<file path="src/hw/rtl/ceq_pkg.sv">
// ----------------------------------------------------------------------------
// ceq_pkg
// Shared types, codes and pointer helpers for the coalescing event queue.
// ----------------------------------------------------------------------------
package ceq_pkg;

    localparam int DEPTH = 32;
    localparam int PTR_W = $clog2(DEPTH);

    typedef logic [PTR_W-1:0] t_ptr;
    typedef logic [PTR_W:0]   t_wptr;

    // operation codes
    localparam logic [1:0] KIND_FOLD    = 2'd0;
    localparam logic [1:0] KIND_ENQUEUE = 2'd1;
    localparam logic [1:0] KIND_DEQUEUE = 2'd2;
    localparam logic [1:0] KIND_PURGE   = 2'd3;

    // result status codes
    localparam logic [2:0] ST_APPENDED  = 3'd0;
    localparam logic [2:0] ST_MERGED    = 3'd1;
    localparam logic [2:0] ST_DROPPED   = 3'd2;
    localparam logic [2:0] ST_DELIVERED = 3'd3;
    localparam logic [2:0] ST_EMPTY     = 3'd4;
    localparam logic [2:0] ST_PURGED    = 3'd5;
    localparam logic [2:0] ST_IGNORED   = 3'd6;

    typedef struct packed {
        logic [1:0]  kind;
        logic [7:0]  event_type;
        logic [31:0] event_data;
        logic [15:0] element_id;
    } t_req;

    typedef struct packed {
        logic [2:0]  status;
        logic [7:0]  out_type;
        logic [31:0] out_data;
        logic [15:0] out_element;
        logic [4:0]  removed_count;
        logic [4:0]  fill_level;
    } t_rsp;

    typedef struct packed {
        logic [7:0]  event_type;
        logic [31:0] event_data;
        logic [15:0] element_id;
    } t_entry;

    localparam int ENTRY_W = $bits(t_entry);

    // circular increment
    function automatic t_ptr ptr_inc(input t_ptr p);
        if (p == t_ptr'(DEPTH - 1)) begin
            return '0;
        end
        return p + t_ptr'(1);
    endfunction

    // fit a pointer-sized count into the 5-bit result fields
    function automatic logic [4:0] cnt5(input t_ptr c);
        logic [31:0] v;
        v = 32'(c);
        return v[4:0];
    endfunction

    // entries held between head and tail
    function automatic logic [4:0] fill_of(input t_ptr h, input t_ptr t);
        t_wptr d;
        if (t >= h) begin
            d = {1'b0, t} - {1'b0, h};
        end else begin
            d = {1'b0, t} + t_wptr'(DEPTH) - {1'b0, h};
        end
        return cnt5(d[PTR_W-1:0]);
    endfunction

endpackage

</file>
<file path="src/hw/rtl/coalescing_event_queue.sv">
// ----------------------------------------------------------------------------
// coalescing_event_queue
// Circular event queue with fold (coalesce), enqueue, dequeue and purge.
// ----------------------------------------------------------------------------
// timing: enqueue, ignored fold and empty dequeue answer in the cycle after
// start; dequeue answers from S_DEQ once the head slot is read; fold scans in
// S_FOLD up to the match (all held entries when none matches); purge scans all held entries in S_PURGE.
// the slot RAM's single read port sets the scan rate at one entry per cycle.
// busy is low again in the cycle the done strobe is shown; a new request may
// start then. sync active-low reset empties the queue; slot contents persist.
module coalescing_event_queue
    import ceq_pkg::*;
(
    input  logic i_clk,
    input  logic i_rst_n,
    input  logic start,
    input  t_req i_req,
    output logic busy,
    output logic o_done,
    output t_rsp o_rsp
);

    localparam logic [1:0] S_IDLE  = 2'd0;
    localparam logic [1:0] S_DEQ   = 2'd1;
    localparam logic [1:0] S_FOLD  = 2'd2;
    localparam logic [1:0] S_PURGE = 2'd3;

    logic [1:0] r_state, n_state;
    t_ptr       r_head, n_head;
    t_ptr       r_tail, n_tail;
    t_ptr       r_issue, n_issue;
    t_ptr       r_cmp_ptr, n_cmp_ptr;
    t_ptr       r_wr_ptr, n_wr_ptr;
    t_ptr       r_removed, n_removed;
    logic       r_cmp_v, n_cmp_v;
    logic       r_done, n_done;
    t_req       r_req, n_req;
    t_rsp       r_rsp, n_rsp;
    t_rsp       v_rsp;

    logic       mem_we;
    t_ptr       mem_waddr;
    t_entry     mem_wdata;
    logic       mem_re;
    t_ptr       mem_raddr;
    logic [ENTRY_W-1:0] mem_rdata_raw;
    t_entry     mem_rdata;

    logic       full;
    logic       fold_match;
    logic       purge_keep;
    logic       purge_drop;
    t_ptr       wr_ptr_nx;
    t_ptr       removed_nx;

    // slot storage
    ceq_ram #(
        .WIDTH (ENTRY_W),
        .DEPTH (DEPTH)
    ) u_ram (
        .i_clk   (i_clk),
        .i_we    (mem_we),
        .i_waddr (mem_waddr),
        .i_wdata (mem_wdata),
        .i_re    (mem_re),
        .i_raddr (mem_raddr),
        .o_rdata (mem_rdata_raw)
    );

    assign mem_rdata = t_entry'(mem_rdata_raw);

    // compare stage on the entry read last cycle
    assign full       = (ptr_inc(r_tail) == r_head);
    assign fold_match = r_cmp_v && (mem_rdata.event_type == r_req.event_type)
                        && (mem_rdata.element_id == r_req.element_id);
    assign purge_drop = r_cmp_v && (mem_rdata.element_id == r_req.element_id);
    assign purge_keep = r_cmp_v && (mem_rdata.element_id != r_req.element_id);
    assign wr_ptr_nx  = purge_keep ? ptr_inc(r_wr_ptr) : r_wr_ptr;
    assign removed_nx = r_removed + t_ptr'(purge_drop);

    // request sequencer
    always_comb begin
        n_state   = r_state;
        n_head    = r_head;
        n_tail    = r_tail;
        n_issue   = r_issue;
        n_cmp_ptr = r_cmp_ptr;
        n_wr_ptr  = r_wr_ptr;
        n_removed = r_removed;
        n_cmp_v   = r_cmp_v;
        n_req     = r_req;
        n_rsp     = r_rsp;
        n_done    = 1'b0;
        v_rsp     = '0;
        mem_we    = 1'b0;
        mem_waddr = r_tail;
        mem_wdata = '{event_type: r_req.event_type, event_data: r_req.event_data,
                      element_id: r_req.element_id};
        mem_re    = 1'b0;
        mem_raddr = r_issue;

        case (r_state)
            S_IDLE: begin
                if (start) begin
                    n_req = i_req;
                    case (i_req.kind)
                        KIND_FOLD: begin
                            if (i_req.element_id == 16'd0) begin
                                n_done       = 1'b1;
                                v_rsp.status = ST_IGNORED;
                            end else begin
                                n_state = S_FOLD;
                                n_issue = r_head;
                                n_cmp_v = 1'b0;
                            end
                        end
                        KIND_ENQUEUE: begin
                            n_done = 1'b1;
                            if (i_req.element_id == 16'd0 || full) begin
                                v_rsp.status = ST_DROPPED;
                            end else begin
                                mem_we       = 1'b1;
                                mem_waddr    = r_tail;
                                mem_wdata    = '{event_type: i_req.event_type,
                                                 event_data: i_req.event_data,
                                                 element_id: i_req.element_id};
                                n_tail       = ptr_inc(r_tail);
                                v_rsp.status = ST_APPENDED;
                            end
                        end
                        KIND_DEQUEUE: begin
                            if (r_head == r_tail) begin
                                n_done       = 1'b1;
                                v_rsp.status = ST_EMPTY;
                            end else begin
                                mem_re    = 1'b1;
                                mem_raddr = r_head;
                                n_state   = S_DEQ;
                            end
                        end
                        KIND_PURGE: begin
                            n_state   = S_PURGE;
                            n_issue   = r_head;
                            n_wr_ptr  = r_head;
                            n_removed = '0;
                            n_cmp_v   = 1'b0;
                        end
                        default: begin
                            n_state = S_IDLE;
                        end
                    endcase
                end
            end

            // head entry arrives from the RAM
            S_DEQ: begin
                n_done            = 1'b1;
                v_rsp.status      = ST_DELIVERED;
                v_rsp.out_type    = mem_rdata.event_type;
                v_rsp.out_data    = mem_rdata.event_data;
                v_rsp.out_element = mem_rdata.element_id;
                n_head            = ptr_inc(r_head);
                n_state           = S_IDLE;
            end

            // scan head to tail, overwrite payload on the first match, else append at tail (drop when full)
            S_FOLD: begin
                if (fold_match) begin
                    mem_we       = 1'b1;
                    mem_waddr    = r_cmp_ptr;
                    mem_wdata    = '{event_type: mem_rdata.event_type,
                                     event_data: r_req.event_data,
                                     element_id: mem_rdata.element_id};
                    n_done       = 1'b1;
                    v_rsp.status = ST_MERGED;
                    n_cmp_v      = 1'b0;
                    n_state      = S_IDLE;
                end else if (r_issue == r_tail) begin
                    n_done  = 1'b1;
                    n_cmp_v = 1'b0;
                    n_state = S_IDLE;
                    if (full) begin
                        v_rsp.status = ST_DROPPED;
                    end else begin
                        mem_we       = 1'b1;
                        mem_waddr    = r_tail;
                        n_tail       = ptr_inc(r_tail);
                        v_rsp.status = ST_APPENDED;
                    end
                end else begin
                    mem_re    = 1'b1;
                    mem_raddr = r_issue;
                    n_cmp_v   = 1'b1;
                    n_cmp_ptr = r_issue;
                    n_issue   = ptr_inc(r_issue);
                end
            end

            // compact survivors toward head, write pointer trails the read
            S_PURGE: begin
                if (purge_keep) begin
                    mem_we    = 1'b1;
                    mem_waddr = r_wr_ptr;
                    mem_wdata = mem_rdata;
                end
                n_wr_ptr  = wr_ptr_nx;
                n_removed = removed_nx;
                if (r_issue == r_tail) begin
                    n_done              = 1'b1;
                    v_rsp.status        = ST_PURGED;
                    v_rsp.removed_count = cnt5(removed_nx);
                    n_tail              = wr_ptr_nx;
                    n_cmp_v             = 1'b0;
                    n_state             = S_IDLE;
                end else begin
                    mem_re    = 1'b1;
                    mem_raddr = r_issue;
                    n_cmp_v   = 1'b1;
                    n_cmp_ptr = r_issue;
                    n_issue   = ptr_inc(r_issue);
                end
            end

            default: begin
                n_state = S_IDLE;
            end
        endcase

        // result register load
        if (n_done) begin
            n_rsp            = v_rsp;
            n_rsp.fill_level = fill_of(n_head, n_tail);
        end
    end

    // control state
    always_ff @(posedge i_clk) begin
        if (!i_rst_n) begin
            r_state <= S_IDLE;
            r_head  <= '0;
            r_tail  <= '0;
            r_cmp_v <= 1'b0;
            r_done  <= 1'b0;
        end else begin
            r_state <= n_state;
            r_head  <= n_head;
            r_tail  <= n_tail;
            r_cmp_v <= n_cmp_v;
            r_done  <= n_done;
        end
    end

    // datapath registers
    always_ff @(posedge i_clk) begin
        r_issue   <= n_issue;
        r_cmp_ptr <= n_cmp_ptr;
        r_wr_ptr  <= n_wr_ptr;
        r_removed <= n_removed;
        r_req     <= n_req;
        r_rsp     <= n_rsp;
    end

    assign busy   = (r_state != S_IDLE);
    assign o_done = r_done;
    assign o_rsp  = r_rsp;

endmodule

</file>
<file path="src/hw/rtl/ceq_ram.sv">
// ----------------------------------------------------------------------------
// ceq_ram
// Simple dual-port RAM: one write port, one read port with registered data.
// ----------------------------------------------------------------------------
module ceq_ram #(
    parameter int WIDTH = 8,
    parameter int DEPTH = 32,
    parameter int AW    = $clog2(DEPTH)
) (
    input  logic             i_clk,
    input  logic             i_we,
    input  logic [AW-1:0]    i_waddr,
    input  logic [WIDTH-1:0] i_wdata,
    input  logic             i_re,
    input  logic [AW-1:0]    i_raddr,
    output logic [WIDTH-1:0] o_rdata
);

    logic [WIDTH-1:0] r_mem [DEPTH];
    logic [WIDTH-1:0] r_rdata;

    // write port
    always_ff @(posedge i_clk) begin
        if (i_we) begin
            r_mem[i_waddr] <= i_wdata;
        end
    end

    // read port, registered data held while i_re is low
    always_ff @(posedge i_clk) begin
        if (i_re) begin
            r_rdata <= r_mem[i_raddr];
        end
    end

    assign o_rdata = r_rdata;

endmodule

</file>
<file path="config.mk">
export PLATFORM = sky130hd
export DESIGN_NAME = coalescing_event_queue
export DESIGN_NICKNAME = d
export VERILOG_FILES = /design/src/hw/rtl/ceq_pkg.sv /design/src/hw/rtl/coalescing_event_queue.sv /design/src/hw/rtl/ceq_ram.sv
export SDC_FILE = /design/constraint.sdc
export NUM_CORES = 2
export LEC_CHECK = 0
export BUFFER_PORTS_ARGS = -buffer_cell sky130_fd_sc_hd__buf_2
export CORE_MARGIN = 5
export CORE_UTILIZATION = 62
export CTS_CLUSTER_DIAMETER = 40
export CTS_CLUSTER_SIZE = 30
export DETAILED_ROUTE_END_ITERATION = 8
export PLACE_DENSITY = 0.79
export SKIP_CTS_REPAIR_TIMING = 1
export SLEW_MARGIN = 20
export SYNTH_ARGS = -nofsm -noshare
export SYNTH_HDL_FRONTEND = slang
export SYNTH_SLANG_ARGS = --single-unit
</file>
<file path="constraint.sdc">
create_clock -name i_clk -period 8.6 [get_ports i_clk]
set_input_delay 2.15 -clock i_clk [delete_from_list [all_inputs] [get_ports i_clk]]
set_output_delay 2.15 -clock i_clk [all_outputs]
set_load 0.02 [all_outputs]
</file>
==> out/qor.csv <==
stage,metric,value,unit
status,status,finished clean,
clocking,CTS Root Buffer Type,clkbuf_16,
hold_path,Hold Crit Class,flip-flop to flip-flop,
clocking,# H-tree levels,4,
route,Via density,7.13,
clocking,CTS Buf Count,195,
place,dpl cell area,81400,um2
layout,Finished Cell Area,88400,um2
worst_setup_path,Buf/Inv on CP,2,
route,Detailed Route WL,209000,um
synthesis,ys async rst share,0,%
worst_setup_path,crit path max-delay cell type,a21oi_4,
layout,"commonest non-fill, non-tap cell in the layout",edfxtp_1,
floorplan,Starting Density,62.5,%
layout,Final Util,70.2,%
sta,hold slack final,552,ps
clocking,clk slew on worst S/H paths,60,ps
worst_setup_path,worst-path cell chain,ha_1 > inv_1 > nor3_1 > ha_1 > nor2b_1 > mux2i_1 > xnor2_1 > a21oi_4 > buf_4 > a32o_1 > o21ai_0 > a21oi_1 > ha_1 > a21o_1 > a21o_1 > a21o_1 > a21o_1 > nor2b_1 > mux2i_1 > nand3_1 > o311ai_1,
clocking,Max Root-Sink Buffers,3,
route,post-route ant nets,0,
global_route,GR Util met2,49.5,%
floorplan,die height,366,um
power_and_ir_drop,NetSw,6.17,mW
place,post-DP HPWL,103000,um
synthesis,top cell type's share of synthesized area,76.0,%
sta,Worst Skew,61.1,ps
sta,Fin. Hold Viols,0,
power_and_ir_drop,Seq pwr share,48.6,%
place,# port buffers,131,
sta,setup tns final,0,ps
worst_setup_path,worst r2r path cells,21,
worst_setup_path,"reg-to-reg slack, setup",2630,ps
synthesis,synthesized area,78700,um2
worst_setup_path,type of origin of the critical path,flip-flop,
sta,Final Max Tran Viols,0,
global_route,routing usage on met3,8.20,%
global_route,met1 Use GR,42.9,%
global_route,first-pass GRT wire length,303000,um
route,DR pass1 iterations,8,
clocking,CTS Sinks,2007,
floorplan,Site Rows,130,
global_route,total gr overflow,0,
worst_setup_path,WP data arrival,6570,ps
hold_path,Worst Hold Launch,r_cmp_v,
worst_setup_path,Worst EP required,9200,ps
worst_setup_path,RR Endpoint,o_rsp[4],
sta,Setup Viol. Count Final,0,
floorplan,total core area,126000,um2
job,Max Cap Viol,0,
synthesis,"EDFF count, synth",1993,
sta,f_max,168,MHz
synthesis,main area contributors after synthesis,"edfxtp_1, mux4_2, nand2_1",
global_route,global routing's busiest layer,met2,
synthesis,main flop type after synthesis,edfxtp_1,
power_and_ir_drop,switching part of the total power,26.2,%
hold_path,WHS Endpoint,r_cmp_v,
synthesis,synthesis warning total,0,
sta,crit share post-route,69.4,%
sta,unrepaired setup endpoints after global routing,no,
worst_setup_path,worst reg2reg path startpoint,r_tail[1],
global_route,total track usage,31.2,%
clocking,TritonCTS clock tree,built,
clocking,Clock Latency Late Sink,840,ps
synthesis,synthesized net count,4186,
synthesis,Synth area leader,edfxtp_1,
power_and_ir_drop,Comb power frac,12.7,%
power_and_ir_drop,Worst VDD drop,199,uV
global_route,vias in the first global route,43500,
global_route,pin count of the biggest net entering global routing,122,
worst_setup_path,critical path class,flip-flop to flip-flop,
worst_setup_path,crit-path max FO,25,
worst_setup_path,Top Family by Delay on Critical Path,compound AO/OA/AOI/OAI gates,
worst_setup_path,CP most frequent cell,a21o_1,
sta,post-layout min period,5970,ps
worst_setup_path,CP Capture Type,flip-flop,
route,drt first-iter violations,7255,
place,RD Place Congestion,0.867,
hold_path,Hold Path Depth,2,
worst_setup_path,CP peak stage delay,790,ps
synthesis,Yosys reg bits,2007,
layout,layout cells sized above 1,24.2,%
sta,Slew Limit Headroom,21.1,%
power_and_ir_drop,pwr dens,266,nW/um2
route,DR WL/cell,34.2,um
route,DRC Markers,0,
power_and_ir_drop,Clock power frac,38.7,%
sta,transition time of the tightest slew-check pin,1180,ps
layout,"commonest non-fill, non-tap cells in the layout","edfxtp_1, nand2_1, mux4_2",
power_and_ir_drop,Leakage,29.2,nW
synthesis,Yosys cell types,67,
floorplan,IO Pins,132,
synthesis,post-synthesis sequential area ratio,76.4,%
floorplan,die extent in x,366,um
layout,Final #Nets,4366,
route,DR vias,43600,
synthesis,Syn Area/Cell,19.2,um2
global_route,initial antenna violation count,11,
layout,Area Overhead vs Synth,12.3,%
floorplan,Die ar.,134000,um2
power_and_ir_drop,total internal power,17.3,mW
synthesis,Mapped Cells,4104,
worst_setup_path,WP depth,21,
-- sequential cells by signal, summed over array words and instances (netlist names) --
signal         cells
u_ram.o_rdata     56
r_removed          5
o_rsp             69
r_cmp_v            1
r_issue            5
u_ram.r_mem     1792
r_tail             5
r_req             56
r_cmp_ptr          5
r_head             5
o_done             1
r_state            2
r_wr_ptr           5
-- worst register-to-register path: cells and delay by family, from the launching register on --
| family | cells | cell delay, ps |
|---|---|---|
| AND/OR/NAND/NOR | 4 | 490 |
| AO/OA/AOI/OAI | 9 | 2500 |
| flip-flops | 1 | 600 |
| adder cells (fa/ha/maj) | 3 | 910 |
| multiplexers | 2 | 380 |
| XOR/XNOR | 1 | 230 |
| buffers and inverters | 2 | 660 |
-- cells by family (layout without fill, tap and decap cells) --
group,count (synthesis),count (layout),share of synthesized area [%]
AOI/OAI and AO/OA,201,201,1.77
adders and majority gates,21,21,0.343
and+or+nand+nor,1095,1095,6.17
xor gates and xnor gates,45,45,0.501
muxes,459,459,13.0
DFF,2007,2007,76.4
other,0,2,0
buffers and inverters,276,628,1.86
-- power by group through the flow --
stage | Sequential (mW) | Clock (mW) | Combinational, mW
6_report | 11.4 | 9.11 | 2.98
5_1_grt | 11.4 | 9.64 | 3.16
4_1_cts | 11.4 | 9.15 | 2.95
3_5_place_dp | 11.6 | 0 | 2.86
3_3_place_gp | 11.6 | 0 | 2.79
2_1_floorplan | 11.6 | 0 | 1.93
-- Yosys cell counts (20+ instances only) --
master / n
a22oi_1: 36
clkbuf_1: 110
xnor2_1: 32
ha_1: 20
nor2_1: 59
o21ai_0: 21
inv_1: 43
and3_1: 65
nand3_1: 292
buf_6: 47
edfxtp_1: 1993
o21ai_1: 58
a222oi_1: 24
buf_2: 56
mux4_2: 448
nand2_1: 600
-- area by class of cell --
type                    count  area (um2)
clock buffers             207        4990
fillers                  7163       37500
multi-input cells        1821       17500
clock inverters           162        1950
diodes                      2        5.00
inverters                  44         165
well taps                1650        2060
flip-flops and latches   2007       60100
repair buffers            215        1610
-- stage by stage --
stage	cells	worst slack, ps	total power [mW]
2_1_floorplan	4104	1880	13.6
3_3_place_gp	5734	2150	14.4
3_5_place_dp	5734	2040	14.5
4_1_cts	6103	2820	23.5
5_1_grt	6106	2220	24.2
6_report	6108	2630	23.5
-- per-layer routing --
metal | vias to the layer above | share of wire [%]
met1 | 22200 | 35
met3 | 571 | 13
met5 | - | 0.0062
met4 | 2 | 3.8
met2 | 3903 | 49
li1 | 16900 | -
-- worst max path at each step --
| stage | slack, ps | startpoint | to |
|---|---|---|---|
| after floorplan | 1880 | start | o_rsp[4] |
| after global placement | 2150 | i_req[3] | o_rsp[4] |
| after detailed placement | 2040 | i_req[3] | o_rsp[4] |
| after CTS | 2820 | r_tail[0] | o_rsp[4] |
| after global routing | 2220 | r_tail[1] | o_rsp[4] |
| final | 2630 | r_tail[1] | o_rsp[4] |
No activity file was read; power rests on OpenSTA's default activity.
